===== src/hdl/ocb_pkg.sv =====
`timescale 1ns / 1ps
// ----------------------------------------------------------------------------
// ocb_pkg
// Types, constants and the arctangent table of the orbit camera basis block.
// ----------------------------------------------------------------------------
package ocb_pkg;

  localparam int ANGLE_BITS_DEF    = 16;
  localparam int CORDIC_STAGES_DEF = 16;
  localparam int CW                = 35;  // CORDIC datapath width, Q2.30 plus headroom

  localparam logic signed [15:0]   PITCH_LIMIT  = 16'sd16373;
  localparam logic signed [CW-1:0] CORDIC_GAIN  = 35'sd652032874;
  localparam logic [31:0]          MIN_RADIUS_RST = 32'd6554;
  localparam logic [31:0]          MAX_RADIUS_RST = 32'd65536000;

  typedef logic [0:0] cfg_addr_t;
  localparam cfg_addr_t REG_MIN_RADIUS = 1'd0;
  localparam cfg_addr_t REG_MAX_RADIUS = 1'd1;

  typedef struct packed {
    logic [15:0]        yaw_angle;
    logic signed [15:0] pitch_angle;
    logic signed [31:0] pivot_x;
    logic signed [31:0] pivot_y;
    logic signed [31:0] pivot_z;
    logic [31:0]        orbit_radius;
  } item_t;

  typedef struct packed {
    logic signed [15:0] fwd_x;
    logic signed [15:0] fwd_y;
    logic signed [15:0] fwd_z;
    logic signed [15:0] right_x;
    logic signed [15:0] right_z;
    logic signed [15:0] up_x;
    logic signed [15:0] up_y;
    logic signed [15:0] up_z;
    logic signed [31:0] pos_x;
    logic signed [31:0] pos_y;
    logic signed [31:0] pos_z;
  } result_t;

  typedef struct packed {
    logic signed [CW-1:0] x;
    logic signed [CW-1:0] y;
    logic signed [CW-1:0] z;
  } cord_t;

  // atan(2^-i) in 2^32 units per turn
  function automatic logic [31:0] atan_turn(input int i);
    logic [31:0] t;
    case (i)
      0:  t = 32'h20000000;  1:  t = 32'h12E4051E;  2:  t = 32'h09FB385B;
      3:  t = 32'h051111D4;  4:  t = 32'h028B0D43;  5:  t = 32'h0145D7E1;
      6:  t = 32'h00A2F61E;  7:  t = 32'h00517C55;  8:  t = 32'h0028BE53;
      9:  t = 32'h00145F2F;  10: t = 32'h000A2F98;  11: t = 32'h000517CC;
      12: t = 32'h00028BE6;  13: t = 32'h000145F3;  14: t = 32'h0000A2FA;
      15: t = 32'h0000517D;  16: t = 32'h000028BE;  17: t = 32'h0000145F;
      18: t = 32'h00000A30;  19: t = 32'h00000518;  20: t = 32'h0000028C;
      21: t = 32'h00000146;  22: t = 32'h000000A3;  23: t = 32'h00000051;
      default: t = 32'h0;
    endcase
    return t;
  endfunction

endpackage


===== src/hdl/ocb_front.sv =====
`timescale 1ns / 1ps
// ----------------------------------------------------------------------------
// ocb_front
// Holds the radius range registers and clamps pitch and radius of each word.
// ----------------------------------------------------------------------------
module ocb_front import ocb_pkg::*; (
  input  logic      clk,
  input  logic      rst,
  input  logic      cfg_we,
  input  cfg_addr_t cfg_addr,
  input  logic [31:0] cfg_data,
  input  item_t     item,
  output item_t     clamped
);

  logic [31:0] min_radius;
  logic [31:0] max_radius;
  logic [31:0] radius_lo;

  always_ff @(posedge clk) begin
    if (rst) begin
      min_radius <= MIN_RADIUS_RST;
      max_radius <= MAX_RADIUS_RST;
    end else if (cfg_we) begin
      unique case (cfg_addr)
        REG_MIN_RADIUS: min_radius <= cfg_data;
        REG_MAX_RADIUS: max_radius <= cfg_data;
        default: ;
      endcase
    end
  end

  always_comb begin
    clamped = item;
    if (item.pitch_angle > PITCH_LIMIT) clamped.pitch_angle = PITCH_LIMIT;
    else if (item.pitch_angle < -PITCH_LIMIT) clamped.pitch_angle = -PITCH_LIMIT;
    // raise to min first, max wins on an inverted range
    radius_lo = (item.orbit_radius < min_radius) ? min_radius : item.orbit_radius;
    clamped.orbit_radius = (radius_lo > max_radius) ? max_radius : radius_lo;
  end

endmodule


===== config.mk =====
export PLATFORM = sky130hd
export DESIGN_NAME = ocb_front
export DESIGN_NICKNAME = d
export VERILOG_FILES = /design/src/hdl/ocb_pkg.sv /design/src/hdl/ocb_front.sv
export SDC_FILE = /design/constraint.sdc
export NUM_CORES = 1
export LEC_CHECK = 0
export BUFFER_PORTS_ARGS = -buffer_cell sky130_fd_sc_hd__clkbuf_2
export CAP_MARGIN = 5
export CORE_AREA = 3 3 139 141
export CTS_CLUSTER_DIAMETER = 150
export DETAILED_ROUTE_END_ITERATION = 8
export DIE_AREA = 0 0 142 144
export PLACE_DENSITY = 0.65
export SYNTH_ARGS = -nofsm -noshare
export SYNTH_HDL_FRONTEND = slang
export SYNTH_SLANG_ARGS = --single-unit

===== constraint.sdc =====
create_clock -name clk -period 4.7 [get_ports clk]
set_input_delay 0 -clock clk [delete_from_list [all_inputs] [get_ports clk]]
set_output_delay 0 -clock clk [all_outputs]
set_load 0.05 [all_outputs]

==> reports/results.txt <==
global route total overflow = 0
crit path DAT = 4.71 ns
FF+latch area = 0.001290 mm2
CTS clk-pin slew, worst paths = 0.05 ns
CTS root buffer = clkbuf_16
f_max = 212.5 MHz
total track usage = 21.07%
worst hold slack = 0.00001398 ns
Die Wd = 142 um
Mapped Cells = 917
non-filler cells in the finished layout = 1217
Multi-input gate area = 0.004359 mm2
minimum clock period = 4.705 ns
PD cells = 315.3 mW/mm2
Clock Latency Late Sink = 0.35 ns
Syn Area/Cell = 6.981 um2
CORE AREA = 0.01809 mm2
Final Hold Fails = 0
drt first pass iters = 5
Vias/cell = 5.645
worst hold path class = in -> out
largest net degree at the start of global routing = 65
CTS H-tree lvls = 3
Area Overhead vs Synth = 29.34%
global placer's final weighted congestion = 0.9270
register bit total from synthesis = 64
Setup TNS = -0.005348 ns
fraction of layout cells with a size suffix above 1 = 29.48%
RSZ-0062 raised after global routing = yes
most used flip-flop cell after synthesis = dfxtp_1
WS Path Type = reg -> out
worst ir drop on vdd = 0.0002088 V
Post-synth EDFFs = 0
most frequent cells in the layout = 188 x nand2_1, 99 x clkbuf_2, 98 x a21oi_1
clock skew = 0 ns
period utilization = 100.1%
clock sink count = 64
final slew viol count = 0
Post-synth ARST share = 0%
Final HPWL DP = 16.67 mm
Top Ports = 356
number of global-route vias before repair = 6153
clk buf depth = 2
Post-Route WL = 23.33 mm
Relative slew margins = 45.52%
crit path max fanout = 15
Req. time, crit path = 4.70 ns
Placed Instances = 1146
first-pass GRT wire length = 33.71 mm
sequential cell area fraction in the yosys report = 20.02%
antenna-violating nets left = 0
First DRT Iteration DRCs = 521
crit end category = output port
nets = 1242
DIE AREA = 0.02045 mm2
Cell Rows = 49
Die Ht = 144 um
Mapped Area = 0.006401 mm2
Inserted Clock Buffers = 9
PnR worst setup slack = -0.005348 ns
launching element type of the critical path = register
initial antenna violation count = 1
wire length per cell = 19.17 um
CTS tree = done
worst slew pin tran = 0.8172 ns
Syn. warnings = 0
Max-Cap Viols = 0
post-synth cell types = 40
leak pwr = 0.003408 uW
filler cell count = 1784
DRC violations left = 0
synthesized net count = 1177
Initial Util = 35.39%
Port Buffers = 131
via count = 6870
status = finished with violations
most common cell after layout, fill and taps aside = nand2_1
Final setup viols = 1
failing checks = negative setup slack
[synthesized netlist by cell type (8+ instances only)]
master / n / share of area (%)
a211o_1: 8 / 1.1
a21oi_1: 108 / 8.4
a31oi_1: 64 / 6.3
buf_2: 9 / 0.70
buf_4: 113 / 13
clkbuf_1: 42 / 2.5
dfxtp_1: 64 / 20
ha_1: 64 / 13
inv_1: 84 / 4.9
nand2_1: 191 / 11
nand4_1: 16 / 1.6
nor2_1: 12 / 0.70
o211ai_1: 33 / 3.9
o21ai_0: 15 / 1.2
o2bb2ai_1: 32 / 4.4
[power by group]
group | leakage, uW | internal (uW) | total, uW | switching, uW
clock | 0.000150 | 438 | 689 | 252
sequential | 0.000526 | 571 | 595 | 23.5
combinational | 0.00273 | 486 | 1330 | 840
[cell type report]
type	instances	area share (%)
diodes	1	0.03023
clock buffers	13	3.143
clock inverters	3	0.4836
inverters	84	3.808
multi-input cells	601	52.65
flip-flops and latches	64	15.58
well taps	229	3.461
repair buffers	222	20.84
[worst paths after layout]
check	cells past startpoint	to	slack, ns	start
setup reg to reg	3	min_radius[11]	3.86	min_radius[11]
hold reg to reg	2	min_radius[13]	0.47	min_radius[13]
setup / recovery	21	clamped[25]	-0.005	min_radius[4]
hold / removal	0	clamped[109]	0.00001	item[109]
[stage by stage]
step                      power, uW  setup slack (ns)  instance area (um2)  utilization, %
final                          2611         -0.005348                 8279           45.78
after global routing           2737           -0.2107                 8279           45.78
after CTS                      2429          0.002195                 7435           41.11
after detailed placement       1667           0.08923                 6655           36.80
after global placement         1663           0.04306                 6655           36.80
after floorplan                1604            0.3930                 6401               -
[state kept, by name (all words and copies together), names as in the netlist]
name,count
min_radius,32
max_radius,32
[critical path, stage by stage (launching register included)]
cell	delay (ns)
dfxtp_1	0.34
inv_1	0.07
ha_1	0.35
nand3_1	0.10
nand2_1	0.14
a41oi_4	0.06
buf_12	0.16
o41ai_4	0.48
buf_12	0.17
buf_12	0.17
a31oi_4	0.13
nand2_2	0.11
ha_4	0.20
nand4_1	0.19
nor2_2	0.06
a221o_1	0.36
o311ai_4	0.40
buf_6	0.19
buf_8	0.13
a21oi_2	0.05
a31oi_1	0.21
buf_4	0.25
[cell families after synthesis]
logic type / Yosys count / synth area share [%]
flip-flops: 64 / 20.02
AO/OA/AOI/OAI: 290 / 29.24
AND/OR/NAND/NOR: 246 / 16.24
buffers and inverters: 253 / 21.99
adder cells (fa/ha/maj): 64 / 12.51
[metal layers]
layer,track usage [%],vias up,share of wire (%)
li1,-,3245,-
met1,24.62,3225,38
met2,37.24,347,50
met3,5.622,53,8.7
met4,7.323,0,2.8
met5,0,-,0
[repair_timing]
action                                  CTS  global route
gates cloned                              1             1
gates resized for setup                  24           180
endpoints found under the setup margin   32            32
hold buffers                             32             0
hold endpoints to repair                 64             0
pin swaps                                 6            40
setup buffers                             6            14
No activity file was read; power rests on OpenSTA's default activity.
