File: config.mk
export PLATFORM = sky130hd
export DESIGN_NAME = ocb_queue
export DESIGN_NICKNAME = d
export VERILOG_FILES = /design/src/hdl/ocb_pkg.sv /design/src/hdl/ocb_queue.sv
export SDC_FILE = /design/constraint.sdc
export NUM_CORES = 1
export LEC_CHECK = 0
export BUFFER_PORTS_ARGS = -buffer_cell sky130_fd_sc_hd__buf_2
export CAP_MARGIN = 5
export CORE_MARGIN = 2
export CORE_UTILIZATION = 39
export DETAILED_ROUTE_END_ITERATION = 10
export MAX_ROUTING_LAYER = met4
export PLACE_DENSITY = 0.64
export REMOVE_ABC_BUFFERS = 1
export SYNTH_ARGS = -nofsm -noshare
export SYNTH_HDL_FRONTEND = slang
export SYNTH_SLANG_ARGS = --single-unit
File: constraint.sdc
create_clock -name clk -period 11.8 [get_ports clk]
set_input_delay 2.36 -clock clk [delete_from_list [all_inputs] [get_ports clk]]
set_output_delay 2.36 -clock clk [all_outputs]
set_load 0.01 [all_outputs]
File: src/hdl/ocb_pkg.sv
`timescale 1ns / 1ps
// ----------------------------------------------------------------------------
// ocb_pkg
// Types, constants and the arctangent table of the orbit camera basis block.
// ----------------------------------------------------------------------------
package ocb_pkg;

  localparam int ANGLE_BITS_DEF    = 16;
  localparam int CORDIC_STAGES_DEF = 16;
  localparam int CW                = 35;  // CORDIC datapath width, Q2.30 plus headroom

  localparam logic signed [15:0]   PITCH_LIMIT  = 16'sd16373;
  localparam logic signed [CW-1:0] CORDIC_GAIN  = 35'sd652032874;
  localparam logic [31:0]          MIN_RADIUS_RST = 32'd6554;
  localparam logic [31:0]          MAX_RADIUS_RST = 32'd65536000;

  typedef logic [0:0] cfg_addr_t;
  localparam cfg_addr_t REG_MIN_RADIUS = 1'd0;
  localparam cfg_addr_t REG_MAX_RADIUS = 1'd1;

  typedef struct packed {
    logic [15:0]        yaw_angle;
    logic signed [15:0] pitch_angle;
    logic signed [31:0] pivot_x;
    logic signed [31:0] pivot_y;
    logic signed [31:0] pivot_z;
    logic [31:0]        orbit_radius;
  } item_t;

  typedef struct packed {
    logic signed [15:0] fwd_x;
    logic signed [15:0] fwd_y;
    logic signed [15:0] fwd_z;
    logic signed [15:0] right_x;
    logic signed [15:0] right_z;
    logic signed [15:0] up_x;
    logic signed [15:0] up_y;
    logic signed [15:0] up_z;
    logic signed [31:0] pos_x;
    logic signed [31:0] pos_y;
    logic signed [31:0] pos_z;
  } result_t;

  typedef struct packed {
    logic signed [CW-1:0] x;
    logic signed [CW-1:0] y;
    logic signed [CW-1:0] z;
  } cord_t;

  // atan(2^-i) in 2^32 units per turn
  function automatic logic [31:0] atan_turn(input int i);
    logic [31:0] t;
    case (i)
      0:  t = 32'h20000000;  1:  t = 32'h12E4051E;  2:  t = 32'h09FB385B;
      3:  t = 32'h051111D4;  4:  t = 32'h028B0D43;  5:  t = 32'h0145D7E1;
      6:  t = 32'h00A2F61E;  7:  t = 32'h00517C55;  8:  t = 32'h0028BE53;
      9:  t = 32'h00145F2F;  10: t = 32'h000A2F98;  11: t = 32'h000517CC;
      12: t = 32'h00028BE6;  13: t = 32'h000145F3;  14: t = 32'h0000A2FA;
      15: t = 32'h0000517D;  16: t = 32'h000028BE;  17: t = 32'h0000145F;
      18: t = 32'h00000A30;  19: t = 32'h00000518;  20: t = 32'h0000028C;
      21: t = 32'h00000146;  22: t = 32'h000000A3;  23: t = 32'h00000051;
      default: t = 32'h0;
    endcase
    return t;
  endfunction

endpackage

File: src/hdl/ocb_queue.sv
`timescale 1ns / 1ps
// ----------------------------------------------------------------------------
// ocb_queue
// Four-word queue between the front and the back pipeline.
// ----------------------------------------------------------------------------
module ocb_queue import ocb_pkg::*; (
  input  logic  clk,
  input  logic  rst,
  input  logic  wr,
  input  item_t wr_data,
  input  logic  rd,
  output item_t rd_data,
  output logic  full,
  output logic  not_empty
);

  localparam int DEPTH = 4;
  localparam int AW    = $clog2(DEPTH);

  item_t           mem [DEPTH];
  logic [AW-1:0]   wr_ptr;
  logic [AW-1:0]   rd_ptr;
  logic [AW:0]     count;

  assign full      = (count == (AW+1)'(DEPTH));
  assign not_empty = (count != '0);
  assign rd_data   = mem[rd_ptr];

  always_ff @(posedge clk) begin
    if (wr) mem[wr_ptr] <= wr_data;
  end

  always_ff @(posedge clk) begin
    if (rst) begin
      wr_ptr <= '0;
      rd_ptr <= '0;
      count  <= '0;
    end else begin
      if (wr) wr_ptr <= wr_ptr + 1'b1;
      if (rd) rd_ptr <= rd_ptr + 1'b1;
      unique case ({wr, rd})
        2'b10:   count <= count + 1'b1;
        2'b01:   count <= count - 1'b1;
        default: count <= count;
      endcase
    end
  end

endmodule

==> results of run 1 <==
state kept, by name, summed over array words and instances (netlist names), named ones only:
register / flops
count: 3
mem: 640
rd_ptr: 2
wr_ptr: 2
stage by stage:
stage                     utilization [%]  cells  hold slack, ns  area, µm²  total power, µW
after floorplan                         -    846           0.456      23300             3040
after global placement               43.8   1957           0.484      26000             3200
after detailed placement             43.8   1957           0.505      26000             3210
after CTS                            47.4   2077           0.516      28100             5240
after global routing                 47.4   2084           0.537      28100             5370
final                                47.4   2086           0.520      28100             5160
cell families (layout without fill, tap and decap cells):
family          Yosys count  in the layout  synth area share, %
fa+ha+maj                 6              6                0.351
xor+xnor                  5              5                0.186
flops                   649            649                 82.6
mux                     161            161                 15.4
compound gates            3              3               0.0639
other cells               0              9                    0
simple gates             16             16                0.330
buf+inv                  43            464                 1.14
worst max-delay path, delay by kind of cell (launching register included):
family,cells,cell delay (ns)
flops,1,0.84
mux,1,0.63
buf+inv,3,1.84
power groups by stage:
stage	clock network [µW]	registers [µW]	logic [µW]
2_1_floorplan	0	2770	273
3_3_place_gp	0	2730	470
3_5_place_dp	0	2740	477
4_1_cts	2080	2690	479
5_1_grt	2170	2690	502
6_report	2010	2680	466
layout make-up:
class	count	area, µm²	area share, %
Timing Repair Buffer	338	1720	6.14
Multi-Input combinational cell	191	3840	13.7
Tap cell	773	967	3.44
Sequential cell	649	19400	69.1
Clock buffer	87	1840	6.54
Inverter	6	22.5	0.0802
Antenna cell	9	22.5	0.0802
Clock inverter	33	264	0.940
cell usage in the layout (no fill, tap or decap):
cell        count
mux4_2        160
fa_1            1
clkbuf_1       16
xor2_1          3
mux2i_1         1
nand2_1         1
ha_1            5
inv_1           6
buf_4          13
xnor2_1         2
clkbuf_16      71
o21ai_0         1
edfxtp_1      640
buf_2         325
bufinv_16       4
nor2_1          8
dfxtp_1         7
clkinv_1       13
or3_1           2
dfxtp_4         2
clkinv_2       12
inv_8           1
a21oi_1         2
and3_1          1
clkinvlp_4      2
diode_2         9
inv_6           1
and2_4          4
how the worst max path moves through the flow:
stage / start / depth (start not counted) / end / slack (ns)
after CTS: register / 4 / rd_data[114] / 5.13
final: register / 4 / rd_data[101] / 5.44
after detailed placement: register / 4 / rd_data[114] / 5.78
after global placement: register / 4 / rd_data[24] / 5.79
after floorplan: register / 1 / rd_data[0] / 2.11
after global routing: register / 4 / rd_data[101] / 4.91
routing by layer:
| metal | share of wire, % | vias to the layer above | GRT usage [%] |
|---|---|---|---|
| li1 | - | 4569 | - |
| met1 | 43 | 5535 | 20.5 |
| met2 | 48 | 329 | 23.3 |
| met3 | 7.2 | 65 | 4.09 |
| met4 | 1.8 | 0 | 4.97 |
| met5 | 0 | - | - |
==> metrics.md, run 1 <==
| Metric | Value |
|---|---|
| Outcome | `finished clean` |
| Most used cell, CP | `buf_4` |
| Clock skew after layout | `0.0122 ns` |
| Seq pwr share | `52.0%` |
| Layout cell share with drive strength beyond 1 | `45.6%` |
| Final setup viols | `0` |
| Synth Register Bits | `649` |
| Worst reg2reg endpoint | `mem[2][26]$_DFFE_PP_` |
| Worst-skew pair later-pin latency | `0.58 ns` |
| Largest net degree at the start of global routing | `66` |
| Max Cap Viol | `0` |
| Area Growth Syn to Fin | `19.5%` |
| Most common cell in the netlist | `edfxtp_1` |
| Peak VDD IR | `0.000106 V` |
| Synth Warn # | `0` |
| Min-Delay Path Class | `register to register` |
| Power Density | `184 nW/µm²` |
| Arr. time, crit path | `4.00 ns` |
| Place WS | `5.78 ns` |
| R2R Path Start | `wr_ptr[0]$_SDFFE_PP0P_` |
| Reg2reg path depth | `4` |
| Avg Cell Area, Syn | `26.6 µm²` |
| EDFF count, synth | `640` |
| Crit path time final | `6.36 ns` |
| Slowest CP cell | `buf_4` |
| Worst EP required | `9.44 ns` |
| # hold bufs at CTS | `0` |
| DR vias/cell | `5.03` |
| Worst Hold Endpoint | `count[2]$_SDFFE_PP0P_` |
| Worst-margin pin slew | `1.03 ns` |
| Initial Utilization | `39.7%` |
| Count of final hold-check violations | `0` |
| Hold depth | `2` |
| Setup Crit Path Kind | `register to output pin` |
| Mapped Cells | `883` |
| Max Buffers Root-to-Sink | `3` |
| Final Slew Violations | `0` |
| Fin worst setup slack | `5.44 ns` |
| Combinational Power Share | `9.0%` |
| GRT Residual Overflow | `0` |
| Vias in the first global route | `11124` |
| Power share of the clock group | `39.0%` |
| Slew Limit Headroom | `31.2%` |
| H-tree Lvls | `3` |
| Critical path's largest stage delay | `0.88 ns` |
| Gr usage total | `15.4%` |
| R2R setup slack | `9.25 ns` |
| Post-route ant nets | `0` |
| Final-stage net count | `1424` |
| TritonCTS clock tree | `yes` |
| Sw Ratio | `21.6%` |
| Startpoint types | `register` |
| CTS root buffer | `clkbuf_16` |
| Chip width | `249 µm` |
| Core Footprint | `59200 µm²` |
| CTS Buf Count | `68` |
| Drt drc | `0` |
| Clk sink count | `649` |
| Fmax | `0.157 GHz` |
| Synth top area share | `81.8%` |
| DRT iter0 DRCs | `830` |
| Global-route wire length before repair | `69.5 mm` |
| Critical Path End Type | `output pin` |
| Placer Congestion | `0.754` |
| DR WL/cell | `22.1 µm` |
| RSZ-0062 raised after global routing | `false` |
| Critical path peak fanout | `47` |
| DP HPWL | `27.2 mm` |
| Die ar. | `62200 µm²` |
| Die Y | `249 µm` |
| Fill cells | `4828` |
| Hold Path Origin | `count[2]$_SDFFE_PP0P_` |
| Top cell types by occurrence after synthesis | `edfxtp_1 (640), mux4_2 (160), buf_2 (19)` |
| Post-CTS sizing | `0` |
| Setup TNS | `0 ns` |
| Placement Rows | `89` |
| Drt pass-1 iters | `5` |
| Post-synth cell types | `19` |
| # IOs | `326` |
| Initial antenna violation count | `8` |
| Final worst path period share | `53.9%` |
| PortBufs | `325` |
| Int Pwr | `4050 µW` |
| Total leakage power | `0.00934 µW` |
| NetSw | `1120 µW` |
| Final wirelength | `46.0 mm` |
| Synth Cell Area | `23500 µm²` |
| Sequential share of the synthesized area | `82.6%` |
| CP Cell Sequence | `buf_4 > buf_4 > mux4_2 > buf_2` |
| Most used flip-flop cell after synthesis | `edfxtp_1` |
| Vias | `10498` |
| Post-CTS setup buffer count | `0` |
| Post-synth ARST share | `0%` |
| Area leader, netlist | `edfxtp_1` |
| Reg clk slew, reported paths | `0.06 ns` |
| Ranking of synthesized cells by area | `edfxtp_1 (82%), mux4_2 (15%), dfxtp_1 (0.77%)` |
No activity file was read; power rests on OpenSTA's default activity.
==> inputs of run 2 (changes only) <==
==> constraint.sdc (replaced) <==
create_clock -name clk -period 6.38 [get_ports clk]
set_input_delay 1.276 -clock clk [delete_from_list [all_inputs] [get_ports clk]]
set_output_delay 1.276 -clock clk [all_outputs]
set_load 0.01 [all_outputs]
==> run 2 against run 1 <==
Setup slack got worse by 3.2 ns. Register-to-register slack got worse by 5.3 ns. Combinational power increased by 85%. Routed wire length is 1.3% higher. Clock power up 88%. Via count rose by 0.20%. Largest power group unchanged. Clock skew increased by 0.0021 ns. Power rose by 86%. Die area unchanged. Global-route usage is 0.12 points higher.
==> metrics.md, run 2 (synthesized netlist as in run 1, its figures left out) <==
| Metric | Value |
|---|---|
| Outcome | `finished clean (unchanged)` |
| Slew Limit Headroom | `28.1% (was 31.2%)` |
| H-tree Lvls | `3 (unchanged)` |
| TritonCTS clock tree | `yes (unchanged)` |
| Non-filler instance count after layout | `2090 (was 2086)` |
| Most flops, register | `mem (unchanged)` |
| Total leakage power | `0.00937 µW (was 0.00934 µW)` |
| RSZ-0062 raised after global routing | `false (unchanged)` |
| Gr usage total | `15.5% (was 15.4%)` |
| Min-Delay Path Class | `register to register (unchanged)` |
| Die Y | `249 µm (unchanged)` |
| Global-route wire length before repair | `70.6 mm (was 69.5 mm)` |
| DR vias/cell | `5.03 (about the same)` |
| Largest net degree at the start of global routing | `100 (was 66)` |
| Final-stage net count | `1428 (was 1424)` |
| Leading registers by flop count | `mem (640), count (3) (unchanged)` |
| Setup TNS | `0 ns (unchanged)` |
| Place WS | `2.80 ns (was 5.78 ns)` |
| Final setup viols | `0 (unchanged)` |
| Placed cell count | `1960 (was 1957)` |
| Worst-skew pair later-pin latency | `0.59 ns (was 0.58 ns)` |
| Initial Utilization | `39.7% (unchanged)` |
| CTS Buf Count | `69 (was 68)` |
| Post-CTS sizing | `0 (unchanged)` |
| Layout cell share with drive strength beyond 1 | `45.5% (was 45.6%)` |
| Fmax | `0.244 GHz` |
| Die ar. | `62200 µm² (unchanged)` |
| Clock skew after layout | `0.0142 ns (was 0.0122 ns)` |
| Critical Path End Type | `output pin (unchanged)` |
| Post-CTS setup buffer count | `0 (unchanged)` |
| Setup Crit Path Kind | `register to output pin (unchanged)` |
| Final Slew Violations | `0 (unchanged)` |
| Count of final hold-check violations | `0 (unchanged)` |
| Core Footprint | `59200 µm² (unchanged)` |
| Clk sink count | `649 (unchanged)` |
| Final wirelength | `46.6 mm (was 46.0 mm)` |
| Final worst path period share | `64.2%` |
| Post-route ant nets | `0 (unchanged)` |
| R2R setup slack | `3.94 ns (was 9.25 ns)` |
| Drt pass-1 iters | `4 (was 5)` |
| Vias | `10519 (was 10498)` |
| Chip width | `249 µm (unchanged)` |
| Peak VDD IR | `0.000242 V (was 0.000106 V)` |
| Worst-margin pin slew | `1.08 ns (was 1.03 ns)` |
| Vias in the first global route | `11474 (was 11124)` |
| Leading cell type in the layout, fill and taps excluded | `edfxtp_1 (unchanged)` |
| DRT iter0 DRCs | `614 (was 830)` |
| Most frequent cells in the layout | `edfxtp_1 (640), buf_2 (325), mux4_2 (160) (unchanged)` |
| Crit path time final | `4.10 ns` |
| Placer Congestion | `0.728 (was 0.754)` |
| GRT Residual Overflow | `0 (unchanged)` |
| Worst EP required | `5.10 ns (was 9.44 ns)` |
| Arr. time, crit path | `2.82 ns (was 4.00 ns)` |
| PortBufs | `325 (unchanged)` |
| Max Buffers Root-to-Sink | `3 (unchanged)` |
| DP HPWL | `27.6 mm (was 27.2 mm)` |
| CTS root buffer | `clkbuf_16 (unchanged)` |
| Number of flip-flops in the largest register | `640 (unchanged)` |
| Fin worst setup slack | `2.28 ns (was 5.44 ns)` |
| Startpoint types | `register (unchanged)` |
| Reg clk slew, reported paths | `0.06 ns (about the same)` |
| Power Density | `340 nW/µm² (was 184 nW/µm²)` |
| # hold bufs at CTS | `0 (unchanged)` |
| Critical path peak fanout | `32 (was 47)` |
| Area Growth Syn to Fin | `20.0% (was 19.5%)` |
| Initial antenna violation count | `5 (was 8)` |
| Placement Rows | `89 (unchanged)` |
| Max Cap Viol | `0 (unchanged)` |
| DR WL/cell | `22.3 µm (was 22.1 µm)` |
| Drt drc | `0 (unchanged)` |
| # IOs | `326 (unchanged)` |
[run 2: final cells by class]
class | count | area (µm²)
Antenna cell | 7 | 17.5
Clock buffer | 86 | 1830
Clock inverter | 37 | 302
Fill cell | 4847 | 31000
Inverter | 6 | 22.5
Multi-Input combinational cell | 191 | 3840
Sequential cell | 649 | 19400
Tap cell | 773 | 967
Timing Repair Buffer | 341 | 1810
[run 2: critical path: stages (launching register included)]
cell	delay, ns
dfxtp_4	0.80
buf_4	0.63
mux4_2	0.60
buf_2	0.16
[run 2: path summary, 6_finish.rpt]
path / start / to / depth (start not counted)
hold / removal: count[2]$_SDFFE_PP0P_ / count[2]$_SDFFE_PP0P_ / 2
setup / recovery: register / rd_data[59] / 3
hold reg to reg: count[2]$_SDFFE_PP0P_ / count[2]$_SDFFE_PP0P_ / 2
setup reg to reg: wr_ptr[0]$_SDFFE_PP0P_ / mem[1][64]$_DFFE_PP_ / 3
[run 2: per-stage QoR]
stage / area (µm²) / total power (µW) / hold slack (ns) / util [%]
after detailed placement: 26000 / 5950 / 0.502 / 44.0
final: 28200 / 9600 / 0.524 / 47.6
after CTS: 28200 / 9740 / 0.523 / 47.6
after global placement: 26000 / 5930 / 0.482 / 44.0
after global routing: 28200 / 9960 / 0.540 / 47.6
after floorplan: 23300 / 5620 / 0.456 / -
[run 2: per-layer routing]
layer  vias to the layer above  GRT usage (%)  routed length, µm
li1                       4593              -                  -
met5                         -              -                  0
met2                       317           24.7              23200
met4                         0           5.11                868
met3                        64           4.41               3340
met1                      5545           19.3              19200
[run 2: report_power, final]
group	internal, µW	switching, µW	total (µW)
clock network	2200	1570	3770
logic	392	468	860
registers	4900	68.3	4970
==> inputs of run 3 (changes only) <==
==> constraint.sdc (replaced) <==
create_clock -name clk -period 3.78 [get_ports clk]
set_input_delay 0.756 -clock clk [delete_from_list [all_inputs] [get_ports clk]]
set_output_delay 0.756 -clock clk [all_outputs]
set_load 0.01 [all_outputs]
==> run 3 against run 2 <==
Global-route usage is 0.093 points higher. Critical path depth grew 1. Combinational power up 79%. Routed wire length is 1.2% higher. Sequential cell count is the same. Design area up 0.89%. Worst hold slack got worse by 0.15 ns. Sequential share of layout area shrank 0.61 points. Sequential power up 68%. Clock power rose by 70%. Power is 70% higher. Clock skew is 0.0034 ns higher. Largest cell class unchanged. Largest power group unchanged.
==> metrics.md, run 3 (synthesized netlist as in run 1, its figures left out) <==
| Metric | Value |
|---|---|
| Area Growth Syn to Fin | `21.1% (was 20.0%)` |
| R2R setup slack | `1.84 ns (was 3.94 ns)` |
| Fmax | `0.316 GHz` |
| DRT iter0 DRCs | `674 (was 614)` |
| Vias in the first global route | `11307 (was 11474)` |
| Place WS | `1.18 ns (was 2.80 ns)` |
| Final Total Pwr | `16300 µW (was 9600 µW)` |
| RSZ-0062 raised after global routing | `false (unchanged)` |
| CP Cell Sequence | `buf_12 > buf_12 > mux4_2 > buf_2 (was buf_4 > mux4_2 > buf_2)` |
| Die ar. | `62200 µm² (unchanged)` |
| DP HPWL | `28.6 mm (was 27.6 mm)` |
| Global-route wire length before repair | `70.9 mm (was 70.6 mm)` |
| H-tree Lvls | `3 (unchanged)` |
| Hold depth | `1 (was 2)` |
| Worst Hold Endpoint | `mem[3][24]$_DFFE_PP_ (was count[2]$_SDFFE_PP0P_)` |
| Placer Congestion | `0.730 (was 0.728)` |
| Final Slew Violations | `0 (unchanged)` |
| Final setup viols | `0 (unchanged)` |
| TritonCTS clock tree | `yes (unchanged)` |
| Leading cell type in the layout, fill and taps excluded | `edfxtp_1 (unchanged)` |
| Layout cell share with drive strength beyond 1 | `45.9% (was 45.5%)` |
| Vias | `10546 (was 10519)` |
| Worst-skew pair later-pin latency | `0.59 ns (about the same)` |
| Most used cell, CP | `buf_12` |
| Leading registers by flop count | `mem (640), count (3) (unchanged)` |
| Peak VDD IR | `0.000381 V (was 0.000242 V)` |
| # hold bufs at CTS | `0 (unchanged)` |
| Max Cap Viol | `0 (unchanged)` |
| Worst-margin pin slew | `0.792 ns (was 1.08 ns)` |
| Critical path peak fanout | `38 (was 32)` |
| Slowest CP cell | `mux4_2 (was dfxtp_4)` |
| Clk sink count | `649 (unchanged)` |
| Reg clk slew, reported paths | `0.06 ns (about the same)` |
| # IOs | `326 (unchanged)` |
| Die Y | `249 µm (unchanged)` |
| Final worst path period share | `83.6%` |
| Critical path's largest stage delay | `0.57 ns (was 0.80 ns)` |
| Startpoint types | `register (unchanged)` |
| Placement Rows | `89 (unchanged)` |
| DR vias/cell | `5.01 (was 5.03)` |
| Hold Path Origin | `wr_data[24] (was count[2]$_SDFFE_PP0P_)` |
| Final wirelength | `47.2 mm (was 46.6 mm)` |
| Slew Limit Headroom | `47.2% (was 28.1%)` |
| DR WL/cell | `22.4 µm (was 22.3 µm)` |
| Core Footprint | `59200 µm² (unchanged)` |
| Min-Delay Path Class | `primary input to register (was register to register)` |
| Post-route ant nets | `0 (unchanged)` |
| Most flops, register | `mem (unchanged)` |
| Drt pass-1 iters | `6 (was 4)` |
| CTS Buf Count | `69 (unchanged)` |
| Fill cells | `4833 (was 4847)` |
| Worst reg2reg endpoint | `mem[0][91]$_DFFE_PP_ (was mem[1][64]$_DFFE_PP_)` |
| Initial antenna violation count | `8 (was 5)` |
| Outcome | `finished clean (unchanged)` |
| Final Instance Area | `28400 µm² (was 28200 µm²)` |
| GRT Residual Overflow | `0 (unchanged)` |
| Setup Crit Path Kind | `register to output pin (unchanged)` |
| Chip width | `249 µm (unchanged)` |
| Most frequent cells in the layout | `edfxtp_1 (640), buf_2 (325), mux4_2 (160) (unchanged)` |
| Arr. time, crit path | `2.41 ns (was 2.82 ns)` |
| Crit path time final | `3.16 ns` |
| R2R Path Start | `wr_ptr[0]$_SDFFE_PP0P_ (unchanged)` |
| Setup TNS | `0 ns (unchanged)` |
| Initial Utilization | `39.7% (unchanged)` |
| Post-CTS sizing | `0 (unchanged)` |
| PortBufs | `325 (unchanged)` |
| Drt drc | `0 (unchanged)` |
| Worst EP required | `3.02 ns (was 5.10 ns)` |
| Max Buffers Root-to-Sink | `3 (unchanged)` |
| Fin worst setup slack | `0.618 ns (was 2.28 ns)` |
| Power Density | `572 nW/µm² (was 340 nW/µm²)` |
| CTS root buffer | `clkbuf_16 (unchanged)` |
| Clock skew after layout | `0.0177 ns (was 0.0142 ns)` |
| Number of flip-flops in the largest register | `640 (unchanged)` |
| Dpl cell area | `26300 µm² (was 26000 µm²)` |
| Post-CTS setup buffer count | `0 (unchanged)` |
| Count of final hold-check violations | `0 (unchanged)` |
| Final-stage net count | `1438 (was 1428)` |
| Total leakage power | `0.00947 µW (was 0.00937 µW)` |
| Gr usage total | `15.6% (was 15.5%)` |
| Reg2reg path depth | `4 (was 3)` |
| Largest net degree at the start of global routing | `87 (was 100)` |
| Critical Path End Type | `output pin (unchanged)` |
## run 3: cell count changes in the layout (fill, tap and decap cells not counted)
cell        change
diode_2         +3
inv_6           +2
clkbuf_1        +2
inv_8           +1
buf_12         +12
clkinvlp_4      -2
clkinv_1        -1
buf_4           -2
## run 3: how the worst max path moves through the flow
stage	start	end	slack, ns
floorplan	register	rd_data[0]	-4.31
detailed placement	register	rd_data[62]	1.18
global placement	register	rd_data[62]	1.19
CTS	register	rd_data[62]	0.52
finish	register	rd_data[62]	0.62
global route	register	rd_data[62]	0.44
## run 3: final cells by class
cell class                      instances  area (µm²)  share of cell area, %
Timing Repair Buffer                  351        2030                   7.15
Sequential cell                       649       19400                   68.2
Clock inverter                         37         312                   1.10
Antenna cell                           10        25.0                 0.0880
Tap cell                              773         967                   3.40
Multi-Input combinational cell        191        3840                   13.5
Clock buffer                           88        1840                   6.47
Inverter                                6        22.5                 0.0792
## run 3: critical path: cells and delay by family (launching register included)
kind | cells | cell delay (ns)
buf+inv | 3 | 0.70
mux | 1 | 0.57
flops | 1 | 0.44
## run 3: report_power, final
part           total (µW)  internal [µW]  leakage [µW]  switching, µW
sequential           8340           8270       0.00595           72.4
clock                6400           3740       0.00104           2660
combinational        1540            701       0.00248            839
## run 3: through the flow
| step | util, % | hold WS [ns] | cells |
|---|---|---|---|
| floorplan | - | 0.456 | 846 |
| global placement | 44.3 | 0.493 | 1970 |
| detailed placement | 44.3 | 0.504 | 1970 |
| CTS | 48.0 | 0.326 | 2095 |
| global route | 48.0 | 0.339 | 2103 |
| finish | 48.0 | 0.378 | 2105 |
## run 3: routing by layer
layer / vias to the layer above / GRT usage [%] / wire length, µm
li1: 4607 / - / -
met1: 5577 / 19.8 / 19700
met2: 291 / 24.3 / 23200
met3: 71 / 5.12 / 3310
met4: 0 / 4.46 / 1010
met5: - / - / 0
